### src/hdl/refcounted_slot_allocator_defines.svh
// Assertion macros for the reference-counted slot allocator.
// Included by the top level; needs clk and arst_n in the including scope.
`ifndef REFCOUNTED_SLOT_ALLOCATOR_DEFINES_SVH
`define REFCOUNTED_SLOT_ALLOCATOR_DEFINES_SVH

`ifndef SYNTHESIS

// Same-cycle implication, checked outside reset.
`define RSA_ASSERT_IMPL(lbl, ante, cons, msg) \
	lbl: assert property (@(posedge clk) disable iff (!arst_n) (ante) |-> (cons)) \
		else $error(msg);

// Next-cycle implication, checked outside reset.
`define RSA_ASSERT_NEXT(lbl, ante, cons, msg) \
	lbl: assert property (@(posedge clk) disable iff (!arst_n) (ante) |=> (cons)) \
		else $error(msg);

`else

`define RSA_ASSERT_IMPL(lbl, ante, cons, msg)
`define RSA_ASSERT_NEXT(lbl, ante, cons, msg)

`endif

`endif

### src/hdl/rsa_pkg.sv
// Shared constants, codes and interface types of the slot allocator.
// Used by rsa_ctrl, rsa_dpath and refcounted_slot_allocator.
package rsa_pkg;

	// Table geometry.
	localparam int SLOTS      = 256;
	localparam int COUNT_BITS = 8;
	localparam int IDX_W      = (SLOTS > 1) ? $clog2(SLOTS) : 1;
	localparam int HW_W       = $clog2(SLOTS + 1);

	// Free-slot search: the busy map is split into groups of GROUP_W bits.
	localparam int GROUP_W = 16;
	localparam int BIT_W   = 4;
	localparam int GRP_N   = (SLOTS + GROUP_W - 1) / GROUP_W;
	localparam int GRP_W   = (GRP_N > 1) ? $clog2(GRP_N) : 1;
	localparam int PAD_W   = GRP_N * GROUP_W;

	// Port widths.
	localparam int OP_W     = 2;
	localparam int KIND_W   = 4;
	localparam int SLOT_W   = 8;
	localparam int TYPE_W   = 8;
	localparam int STATUS_W = 3;
	localparam int HWP_W    = 9;

	localparam logic [COUNT_BITS-1:0] COUNT_MAX = '1;
	localparam logic [SLOT_W:0]       SLOT_LIM  = (SLOT_W + 1)'(SLOTS);

	// Operations.
	localparam logic [OP_W-1:0] OP_ALLOC   = 2'd0;
	localparam logic [OP_W-1:0] OP_ACQUIRE = 2'd1;
	localparam logic [OP_W-1:0] OP_RELEASE = 2'd2;

	// Operand kinds.
	localparam logic [KIND_W-1:0] KIND_TEMP      = 4'd0;
	localparam logic [KIND_W-1:0] KIND_LAST_KNOWN = 4'd8;

	// Result status codes.
	localparam logic [STATUS_W-1:0] STS_YES   = 3'd0;
	localparam logic [STATUS_W-1:0] STS_NO    = 3'd1;
	localparam logic [STATUS_W-1:0] STS_BAD   = 3'd2;
	localparam logic [STATUS_W-1:0] STS_FULL  = 3'd3;
	localparam logic [STATUS_W-1:0] STS_NOREL = 3'd4;

	typedef enum logic [6:0] {
		S_IDLE     = 7'b0000001,
		S_SCAN_GRP = 7'b0000010,
		S_SCAN_BIT = 7'b0000100,
		S_ALLOC    = 7'b0001000,
		S_UPDATE   = 7'b0010000,
		S_FINISH   = 7'b0100000,
		S_SPARE    = 7'b1000000
	} state_t;

	// Controller to datapath.
	typedef struct packed {
		logic capture;
		logic scan_grp;
		logic scan_bit;
		logic alloc;
		logic update;
		logic load_out;
	} cmd_t;

	// Datapath to controller, decoded from the input fields.
	typedef struct packed {
		logic in_alloc;
		logic in_rmw;
	} sts_t;

endpackage

### src/hdl/rsa_ctrl.sv
// Sequencer of the slot allocator: one-hot state machine and output valid.
// Depends on rsa_pkg; drives the datapath rsa_dpath through cmd_t.
module rsa_ctrl (
	input  logic          clk,
	input  logic          arst_n,
	input  logic          in_valid,
	output logic          in_ready,
	output logic          out_valid,
	input  logic          out_ready,
	input  rsa_pkg::sts_t sts,
	output rsa_pkg::cmd_t cmd
);

	rsa_pkg::state_t state_q, state_nxt;
	logic            out_valid_q;

	always_comb begin
		state_nxt = state_q;
		cmd       = '0;
		in_ready  = 1'b0;
		case (state_q)
			rsa_pkg::S_IDLE: begin
				in_ready = 1'b1;
				if (in_valid) begin
					cmd.capture = 1'b1;
					if (sts.in_alloc) begin
						state_nxt = rsa_pkg::S_SCAN_GRP;
					end else if (sts.in_rmw) begin
						state_nxt = rsa_pkg::S_UPDATE;
					end else begin
						state_nxt = rsa_pkg::S_FINISH;
					end
				end
			end
			rsa_pkg::S_SCAN_GRP: begin
				cmd.scan_grp = 1'b1;
				state_nxt    = rsa_pkg::S_SCAN_BIT;
			end
			rsa_pkg::S_SCAN_BIT: begin
				cmd.scan_bit = 1'b1;
				state_nxt    = rsa_pkg::S_ALLOC;
			end
			rsa_pkg::S_ALLOC: begin
				cmd.alloc = 1'b1;
				state_nxt = rsa_pkg::S_FINISH;
			end
			rsa_pkg::S_UPDATE: begin
				cmd.update = 1'b1;
				state_nxt  = rsa_pkg::S_FINISH;
			end
			rsa_pkg::S_FINISH: begin
				// Wait for the output register to be free.
				if (!out_valid_q || out_ready) begin
					cmd.load_out = 1'b1;
					state_nxt    = rsa_pkg::S_IDLE;
				end
			end
			default: begin
				state_nxt = rsa_pkg::S_IDLE;
			end
		endcase
	end

	always_ff @(posedge clk or negedge arst_n) begin
		if (!arst_n) begin
			state_q     <= rsa_pkg::S_IDLE;
			out_valid_q <= 1'b0;
		end else begin
			state_q <= state_nxt;
			if (cmd.load_out) begin
				out_valid_q <= 1'b1;
			end else if (out_ready) begin
				out_valid_q <= 1'b0;
			end
		end
	end

	assign out_valid = out_valid_q;

endmodule

### src/hdl/rsa_dpath.sv
// Datapath of the slot allocator: busy map, count memory, free-slot search,
// count update and output register. Depends on rsa_pkg; controlled by rsa_ctrl.
module rsa_dpath (
	input  logic                           clk,
	input  logic                           arst_n,
	input  rsa_pkg::cmd_t                  cmd,
	output rsa_pkg::sts_t                  sts,
	input  logic [rsa_pkg::OP_W-1:0]       op,
	input  logic [rsa_pkg::KIND_W-1:0]     operand_kind,
	input  logic [rsa_pkg::SLOT_W-1:0]     slot_index,
	input  logic [rsa_pkg::TYPE_W-1:0]     value_type,
	output logic [rsa_pkg::STATUS_W-1:0]   status,
	output logic [rsa_pkg::SLOT_W-1:0]     granted_slot,
	output logic [rsa_pkg::TYPE_W-1:0]     granted_type,
	output logic [rsa_pkg::HWP_W-1:0]      high_water
);

	// Captured request.
	logic [rsa_pkg::OP_W-1:0]   op_q;
	logic [rsa_pkg::IDX_W-1:0]  slot_q;
	logic [rsa_pkg::TYPE_W-1:0] vtype_q;

	// Slot state: one busy bit per slot; the count memory holds valid data
	// only for busy slots.
	logic [rsa_pkg::SLOTS-1:0]      busy_q;
	logic [rsa_pkg::HW_W-1:0]       high_mark_q;
	logic [rsa_pkg::COUNT_BITS-1:0] count_mem [rsa_pkg::SLOTS];
	logic [rsa_pkg::COUNT_BITS-1:0] rd_q;

	// Search pipeline.
	logic [rsa_pkg::PAD_W-1:0]   busy_pad;
	logic [rsa_pkg::GRP_N-1:0]   grp_free, grp_free_s1;
	logic [rsa_pkg::GRP_W-1:0]   grp_sel, grp_sel_s2;
	logic                        grp_found, grp_found_s2;
	logic [rsa_pkg::GROUP_W-1:0] grp_bits;
	logic [rsa_pkg::BIT_W-1:0]   bit_sel;
	logic [rsa_pkg::GRP_W+rsa_pkg::BIT_W-1:0] alloc_full;
	logic [rsa_pkg::IDX_W-1:0]   alloc_slot;
	logic [rsa_pkg::HW_W-1:0]    alloc_mark;

	// Count update.
	logic                           upd_busy;
	logic [rsa_pkg::COUNT_BITS-1:0] upd_count;
	logic                           upd_zero;
	logic                           in_range;

	// Result and output registers.
	logic [rsa_pkg::STATUS_W-1:0] res_status_q, status_q;
	logic [rsa_pkg::SLOT_W-1:0]   res_slot_q, granted_slot_q;
	logic [rsa_pkg::TYPE_W-1:0]   res_type_q, granted_type_q;
	logic [rsa_pkg::HWP_W-1:0]    high_water_q;

	// Status of requests that need neither a search nor a count update.
	function automatic logic [rsa_pkg::STATUS_W-1:0] quick_status(
		input logic [rsa_pkg::OP_W-1:0]   f_op,
		input logic [rsa_pkg::KIND_W-1:0] f_kind
	);
		logic [rsa_pkg::STATUS_W-1:0] s;
		s = rsa_pkg::STS_BAD;
		if (f_op == rsa_pkg::OP_ACQUIRE) begin
			if (f_kind != rsa_pkg::KIND_TEMP) begin
				s = rsa_pkg::STS_NO;
			end
		end else if (f_op == rsa_pkg::OP_RELEASE) begin
			if (f_kind > rsa_pkg::KIND_LAST_KNOWN) begin
				s = rsa_pkg::STS_NOREL;
			end else if (f_kind != rsa_pkg::KIND_TEMP) begin
				s = rsa_pkg::STS_NO;
			end
		end
		return s;
	endfunction

	assign in_range     = {1'b0, slot_index} < rsa_pkg::SLOT_LIM;
	assign sts.in_alloc = (op == rsa_pkg::OP_ALLOC);
	assign sts.in_rmw   = ((op == rsa_pkg::OP_ACQUIRE) || (op == rsa_pkg::OP_RELEASE)) &&
		(operand_kind == rsa_pkg::KIND_TEMP) && in_range;

	// Padding beyond the table reads as busy so it is never granted.
	for (genvar i = 0; i < rsa_pkg::PAD_W; i++) begin : g_pad
		if (i < rsa_pkg::SLOTS) begin : g_real
			assign busy_pad[i] = busy_q[i];
		end else begin : g_fill
			assign busy_pad[i] = 1'b1;
		end
	end

	for (genvar g = 0; g < rsa_pkg::GRP_N; g++) begin : g_grp
		assign grp_free[g] = ~&busy_pad[g*rsa_pkg::GROUP_W +: rsa_pkg::GROUP_W];
	end

	// Lowest group holding a free slot.
	always_comb begin
		grp_sel   = '0;
		grp_found = 1'b0;
		for (int g = rsa_pkg::GRP_N - 1; g >= 0; g--) begin
			if (grp_free_s1[g]) begin
				grp_sel   = rsa_pkg::GRP_W'(g);
				grp_found = 1'b1;
			end
		end
	end

	// Lowest free slot within the chosen group.
	assign grp_bits = busy_pad[{grp_sel_s2, rsa_pkg::BIT_W'(0)} +: rsa_pkg::GROUP_W];

	always_comb begin
		bit_sel = '0;
		for (int b = rsa_pkg::GROUP_W - 1; b >= 0; b--) begin
			if (!grp_bits[b]) begin
				bit_sel = rsa_pkg::BIT_W'(b);
			end
		end
	end

	assign alloc_full = {grp_sel_s2, bit_sel};
	assign alloc_slot = alloc_full[rsa_pkg::IDX_W-1:0];
	assign alloc_mark = rsa_pkg::HW_W'(alloc_slot) + rsa_pkg::HW_W'(1);

	// Read-modify-write of a held count.
	assign upd_busy = busy_q[slot_q];
	always_comb begin
		if (op_q == rsa_pkg::OP_ACQUIRE) begin
			upd_count = (rd_q == rsa_pkg::COUNT_MAX) ? rd_q :
				rd_q + rsa_pkg::COUNT_BITS'(1);
		end else begin
			upd_count = rd_q - rsa_pkg::COUNT_BITS'(1);
		end
	end
	assign upd_zero = (upd_count == '0);

	always_ff @(posedge clk or negedge arst_n) begin
		if (!arst_n) begin
			busy_q      <= '0;
			high_mark_q <= '0;
		end else begin
			if (cmd.alloc && grp_found_s2) begin
				busy_q[alloc_slot] <= 1'b1;
				if (alloc_mark > high_mark_q) begin
					high_mark_q <= alloc_mark;
				end
			end
			if (cmd.update && upd_busy && upd_zero) begin
				busy_q[slot_q] <= 1'b0;
			end
		end
	end

	// Count memory: one write port, registered read at capture.
	always_ff @(posedge clk) begin
		if (cmd.capture) begin
			rd_q <= count_mem[slot_index[rsa_pkg::IDX_W-1:0]];
		end
		if (cmd.alloc && grp_found_s2) begin
			count_mem[alloc_slot] <= rsa_pkg::COUNT_BITS'(1);
		end else if (cmd.update && upd_busy && !upd_zero) begin
			count_mem[slot_q] <= upd_count;
		end
	end

	always_ff @(posedge clk) begin
		if (cmd.capture) begin
			op_q         <= op;
			slot_q       <= slot_index[rsa_pkg::IDX_W-1:0];
			vtype_q      <= value_type;
			res_status_q <= quick_status(op, operand_kind);
			res_slot_q   <= '0;
			res_type_q   <= '0;
		end
		if (cmd.scan_grp) begin
			grp_free_s1 <= grp_free;
		end
		if (cmd.scan_bit) begin
			grp_sel_s2   <= grp_sel;
			grp_found_s2 <= grp_found;
		end
		if (cmd.alloc) begin
			if (grp_found_s2) begin
				res_status_q <= rsa_pkg::STS_YES;
				res_slot_q   <= rsa_pkg::SLOT_W'(alloc_slot);
				res_type_q   <= vtype_q;
			end else begin
				res_status_q <= rsa_pkg::STS_FULL;
			end
		end
		if (cmd.update) begin
			if (!upd_busy) begin
				res_status_q <= rsa_pkg::STS_BAD;
			end else if ((op_q == rsa_pkg::OP_ACQUIRE) || upd_zero) begin
				res_status_q <= rsa_pkg::STS_YES;
			end else begin
				res_status_q <= rsa_pkg::STS_NO;
			end
		end
	end

	// Output register, cleared by reset so the reported mark starts at zero.
	always_ff @(posedge clk or negedge arst_n) begin
		if (!arst_n) begin
			status_q       <= '0;
			granted_slot_q <= '0;
			granted_type_q <= '0;
			high_water_q   <= '0;
		end else if (cmd.load_out) begin
			status_q       <= res_status_q;
			granted_slot_q <= res_slot_q;
			granted_type_q <= res_type_q;
			high_water_q   <= rsa_pkg::HWP_W'(high_mark_q);
		end
	end

	assign status       = status_q;
	assign granted_slot = granted_slot_q;
	assign granted_type = granted_type_q;
	assign high_water   = high_water_q;

endmodule

### src/hdl/refcounted_slot_allocator.sv
// Reference-counted slot allocator, top level. Allocate walks the three-step
// free-slot search; acquire/release of a temporary operand reads the count at
// acceptance and writes it back; other requests go straight to the result.
// A new request is taken only once the last result is in the output register.
// Reset (arst_n, asynchronous) frees every slot and zeroes the high-water mark.
`include "refcounted_slot_allocator_defines.svh"

module refcounted_slot_allocator (
	input  logic                         clk,
	input  logic                         arst_n,
	input  logic                         in_valid,
	output logic                         in_ready,
	input  logic [rsa_pkg::OP_W-1:0]     op,
	input  logic [rsa_pkg::KIND_W-1:0]   operand_kind,
	input  logic [rsa_pkg::SLOT_W-1:0]   slot_index,
	input  logic [rsa_pkg::TYPE_W-1:0]   value_type,
	output logic                         out_valid,
	input  logic                         out_ready,
	output logic [rsa_pkg::STATUS_W-1:0] status,
	output logic [rsa_pkg::SLOT_W-1:0]   granted_slot,
	output logic [rsa_pkg::TYPE_W-1:0]   granted_type,
	output logic [rsa_pkg::HWP_W-1:0]    high_water
);

	// The controller walks one transaction at a time through its states; the
	// datapath holds the busy map (one flip-flop per slot, cleared by reset),
	// the count memory, whose entries are trusted only where the busy bit is
	// set, and an output register so a finished result can wait for the sink
	// while the next request is already accepted.
	rsa_pkg::cmd_t cmd;
	rsa_pkg::sts_t sts;

	rsa_ctrl u_ctrl (
		.clk       (clk),
		.arst_n    (arst_n),
		.in_valid  (in_valid),
		.in_ready  (in_ready),
		.out_valid (out_valid),
		.out_ready (out_ready),
		.sts       (sts),
		.cmd       (cmd)
	);

	// The search for the lowest free slot runs in three registered steps:
	// an any-free flag per group of sixteen slots, the lowest such group,
	// then the lowest free slot inside it. Acquire and release read the
	// count when the transaction is accepted and write it back in the cycle after.
	rsa_dpath u_dpath (
		.clk          (clk),
		.arst_n       (arst_n),
		.cmd          (cmd),
		.sts          (sts),
		.op           (op),
		.operand_kind (operand_kind),
		.slot_index   (slot_index),
		.value_type   (value_type),
		.status       (status),
		.granted_slot (granted_slot),
		.granted_type (granted_type),
		.high_water   (high_water)
	);

	// Only one transaction is in flight: no new one right after an acceptance.
	`RSA_ASSERT_NEXT(a_one_in_flight, in_valid && in_ready, !in_ready,
		"second request taken while busy")

	// A full table can only be reported once every slot has been handed out.
	`RSA_ASSERT_IMPL(a_full_mark, out_valid && (status == rsa_pkg::STS_FULL),
		(high_water == rsa_pkg::HWP_W'(rsa_pkg::SLOTS)) && (granted_slot == '0),
		"full reported below table size")

	// The high-water mark never falls.
	`RSA_ASSERT_NEXT(a_mark_monotonic, 1'b1, high_water >= $past(high_water),
		"high-water mark decreased")

	// A grant carrying a nonzero type always lies below the reported high-water mark.
	`RSA_ASSERT_IMPL(a_grant_below_mark,
		out_valid && (status == rsa_pkg::STS_YES) && (granted_type != '0),
		rsa_pkg::HWP_W'(granted_slot) < high_water,
		"granted slot above high-water mark")

	// At most one command is issued at a time, so capture never coincides with work.
	`RSA_ASSERT_IMPL(a_cmd_onehot, 1'b1, $onehot0(cmd),
		"controller issued two commands at once")

endmodule

### config.mk
export PLATFORM = sky130hd
export DESIGN_NAME = refcounted_slot_allocator
export DESIGN_NICKNAME = d
export VERILOG_FILES = /design/src/hdl/rsa_pkg.sv /design/src/hdl/rsa_ctrl.sv /design/src/hdl/rsa_dpath.sv /design/src/hdl/refcounted_slot_allocator.sv
export VERILOG_INCLUDE_DIRS = /design/src /design/src/hdl
export SDC_FILE = /design/constraint.sdc
export NUM_CORES = 2
export LEC_CHECK = 0
export CORE_MARGIN = 2
export CORE_UTILIZATION = 45
export CTS_CLUSTER_SIZE = 25
export DETAILED_ROUTE_END_ITERATION = 12
export DONT_BUFFER_PORTS = 1
export PLACE_DENSITY = 0.67
export SLEW_MARGIN = 20
export SYNTH_ARGS = -nofsm -noshare
export SYNTH_HDL_FRONTEND = slang
export SYNTH_SLANG_ARGS = --single-unit
### constraint.sdc
create_clock -name clk -period 21.5 [get_ports clk]
set_input_delay 4.3 -clock clk [delete_from_list [all_inputs] [get_ports clk]]
set_output_delay 4.3 -clock clk [all_outputs]
set_load 0.03 [all_outputs]
==> metrics.md <==
| Metric | Value |
|---|---|
| Post-layout instance area | `roughly 110000 um2` |
| Top Ports | `56` |
| Net Count, Synth | `between 5000 and 6000` |
| Routed WL | `254 mm` |
| GP Congestion | `0.970` |
| CP cell instances | `buf_16 > buf_16 > buf_16 > mux4_2 > mux4_2 > mux4_2 > mux4_2` |
| Worst-case clock skew | `just over 90 ps` |
| CP Data Arrival Time | `around 9000 ps` |
| Leak Pwr | `31.2 nW` |
| Clock group share of total power | `42.5%` |
| Startpoint types | `primary input` |
| Switching part of the total | `21.3%` |
| Most frequent cells in the layout | `2098 x edfxtp_1, 794 x mux4_2, 529 x a21oi_1, 323 x nor2_1, 299 x dfrtp_1` |
| Worst VDD drop | `0.0000931 V` |
| Clk root buf | `clkbuf_16` |
| Relative slew slack | `-95.3%` |
| GRT Resource Usage Total | `22.6%` |
| Async SR Flop Fraction | `12.4%` |
| CP dominant cell by count | `mux4_2` |
| Register area share after synthesis | `between 70% and 80%` |
| P_sw | `~2 mW` |
| Finished Layout Cells | `8101` |
| Setup Buffers After CTS | `0` |
| Die width | `473 um` |
| Vias in the first global route | `51300` |
| Worst Path Required | `~22000 ps` |
| CTS buffer count | `230` |
| Syn Inst Count | `between 5000 and 6000` |
| CTS Sinks | `2414` |
| Buffers added on ports | `0` |
| Failing checks | `max-slew violations` |
| DRC | `0` |
| Unique masters post-synth | `slightly below 90` |
| Largest net degree at the start of global routing | `514` |
| Synthesized cell area | `98800 um2` |
| Post-Synth Simple-Gate Area | `3.07%` |
| Placeable Area | `219000 um2` |
| Die height | `473 um` |
| CP max-delay cell | `buf_16` |
| Crit path largest cell delay | `720 ps` |
| FMAX | `0.119 GHz` |
| FF+latch count, synth | `2414` |
| Via count | `a little over 50000` |
| Internal cell power | `7.44 mW` |
| Post-Synth Adder-Cell Area | `0.228%` |
| CTS tree | `built` |
| Slew Limit Fails | `approximately 320` |
| Worst Max-Slew Pin Slew | `2930 ps` |
| Worst min-delay path class | `reg2reg` |
| Sequential group share of total power | `54.1%` |
| Final setup viols | `0` |
| Initial core utilization | `45.1%` |
| Setup TNS | `0 ps` |
| Cell Rows | `around 170` |
| Clock latency on the worst-skew pair | `slightly above 900 ps` |
| Post-DR wirelength/cell | `31.3 um` |
| Synth Area in Compound Gates | `4.45%` |
| Cell Area, Placed | `between 100000 and 150000 um2` |
| Outcome | `finished with violations` |
| Critical-path maximum fanout | `133` |
| Drt via density | `6.41` |
| Pre-CTS setup slack | `14120 ps` |
| Syn Area/Cell | `19.7 um2` |
| Final period util | `39.0%` |
| Global route overflow | `0` |
| Post-synth top flop | `edfxtp_1` |
| Htree depth | `4` |
| DP HPWL | `approximately 150 mm` |
| Die area | `between 200000 and 250000 um2` |
| Synthesis-to-finish area growth | `11.0%` |
| Setup crit end kind | `flop` |
| Main combinational cell family by area after synthesis | `multiplexers` |
| Mux contribution to synthesized area | `18.8%` |
| Starting DRT DRC Count | `about 7500` |
| Pwr dens | `86.1 nW/um2` |
| Post-synthesis xor/xnor area fraction | `0.0975%` |
| CTS clk-pin slew, worst paths | `approximately 60 ps` |
| Post-synth EDFFs | `about 2100` |
| ANT nets after route | `0` |
| Comb power frac | `3.4%` |
| Pre-antenna DRT Iters | `6` |
| Most common cell after layout, fill and taps aside | `edfxtp_1` |
| First-pass GRT wire length | `around 370 mm` |
| CTS resizes | `0` |
| Final Hold Fails | `0` |
| Synthesis Warnings | `0` |
| Tmin final | `8380 ps` |
| Post-CTS Hold Buffers | `0` |
| Share of cells above drive strength 1 | `26.4%` |
| Final worst slack | `around 13000 ps` |
| Placed insts | `7661` |
| Clock tree buffer depth | `3` |
| # nets final | `5072` |
| Setup CP Type | `in2reg` |
| Initial antenna violation count | `13` |
| MaxCap Viol Count | `0` |
| RSZ-0062 raised after global routing | `false` |
-- through the flow --
| step | hold slack, ps | utilization, % | total power [mW] |
|---|---|---|---|
| 3_3_place_gp | 449 | 46.5 | 5.48 |
| 4_1_cts | 469 | 50.0 | 9.46 |
| 3_5_place_dp | 456 | 46.5 | 5.48 |
| 6_report | 459 | 50.1 | 9.44 |
| 5_1_grt | 484 | 50.1 | 9.69 |
| 2_1_floorplan | 421 | - | 5.44 |
-- worst paths after layout --
kind	start	endpoint	slack (ps)	cells past startpoint
setup / recovery	slot_index[0]	u_dpath.rd_q[0]	13120	7
hold / removal	u_dpath.vtype_q[2]	u_dpath.res_type_q[2]	460	1
setup reg to reg	u_dpath.slot_q[1]	u_dpath.count_mem[76][2]	13880	14
hold reg to reg	u_dpath.vtype_q[2]	u_dpath.res_type_q[2]	460	1
max in group asynchronous	arst_n	u_dpath.busy_pad[178]	17510	0
min in group asynchronous	arst_n	u_ctrl.state_q[1]	3240	0
-- state kept, by name, indices dropped and copies added (netlist names) --
| register | flops |
|---|---|
| u_ctrl.out_valid | 1 |
| u_ctrl.state_q | 6 |
| u_dpath.busy_pad | 256 |
| u_dpath.count_mem | 2048 |
| u_dpath.granted_slot | 8 |
| u_dpath.granted_type | 8 |
| u_dpath.grp_found_s2 | 1 |
| u_dpath.grp_free_s1 | 16 |
| u_dpath.grp_sel_s2 | 4 |
| u_dpath.high_mark_q | 9 |
| u_dpath.high_water | 9 |
| u_dpath.op_q | 2 |
| u_dpath.rd_q | 8 |
| u_dpath.res_slot_q | 8 |
| u_dpath.res_status_q | 3 |
| u_dpath.res_type_q | 8 |
| u_dpath.slot_q | 8 |
| u_dpath.status | 3 |
| u_dpath.vtype_q | 8 |
-- Yosys cell counts, types with 8 or more instances --
cell | n | area, um2
nand2b_1 | 15 | 93.8
o21ai_0 | 26 | 130
a22oi_1 | 18 | 135
buf_6 | 23 | 259
a221oi_1 | 11 | 96.3
nor3_1 | 27 | 135
mux4_2 | 794 | 17900
clkbuf_1 | 159 | 597
dfxtp_1 | 16 | 320
mux2i_1 | 16 | 160
a21oi_1 | 530 | 2650
a22o_1 | 21 | 184
buf_2 | 57 | 285
mux2_2 | 45 | 507
and2_1 | 9 | 56.3
nor2_1 | 339 | 1270
o22ai_1 | 9 | 56.3
nor2b_1 | 12 | 75.1
nand4_1 | 73 | 457
buf_1 | 74 | 278
nand2_1 | 66 | 248
buf_4 | 16 | 120
edfxtp_1 | 2098 | 63000
a31oi_4 | 11 | 234
nor4_1 | 9 | 56.3
inv_1 | 29 | 109
dfrtp_1 | 299 | 7480
ha_1 | 18 | 225
a211oi_1 | 8 | 60.1
and3_1 | 16 | 100
nor3b_1 | 8 | 60.1
nand3_1 | 16 | 80.1
or4_1 | 21 | 158
-- cell families (layout without fill, tap and decap cells) --
kind of cell	Yosys count	after routing
AOI/OAI and AO/OA	708	708
xor gates and xnor gates	11	11
DFF	2414	2414
muxes	855	855
adders and majority gates	18	18
other	0	2
and+or+nand+nor	637	637
buffers and inverters	364	585
-- layer usage --
| layer | track usage [%] | share of wire (%) |
|---|---|---|
| met1 | 32.7 | 40 |
| met2 | 34.0 | 46 |
| met4 | 7.33 | 3.4 |
| met5 | 0.130 | 0.031 |
| met3 | 5.24 | 11 |
-- critical path: cells and delay by family --
kind | cells | cell delay (ps)
buf+inv | 3 | 1880
mux | 4 | 2360
-- power by group through the flow --
stage	logic, mW	clock network [mW]	registers (mW)
6_report	0.323	4.02	5.10
4_1_cts	0.279	4.08	5.10
3_5_place_dp	0.278	0	5.20
2_1_floorplan	0.255	0	5.19
3_3_place_gp	0.276	0	5.20
5_1_grt	0.335	4.25	5.10
-- cell type report --
class                      count  area, um2
fill                       17300     109000
sequential                  2414      70800
multi-input combinational   2229      26600
clock buffer                 289       6150
tap                         2871       3590
clock inverter               143       1350
timing repair buffer         121       1040
inverter                      32        123
antenna                        2       5.00
Power figures use the tool's default switching activity.
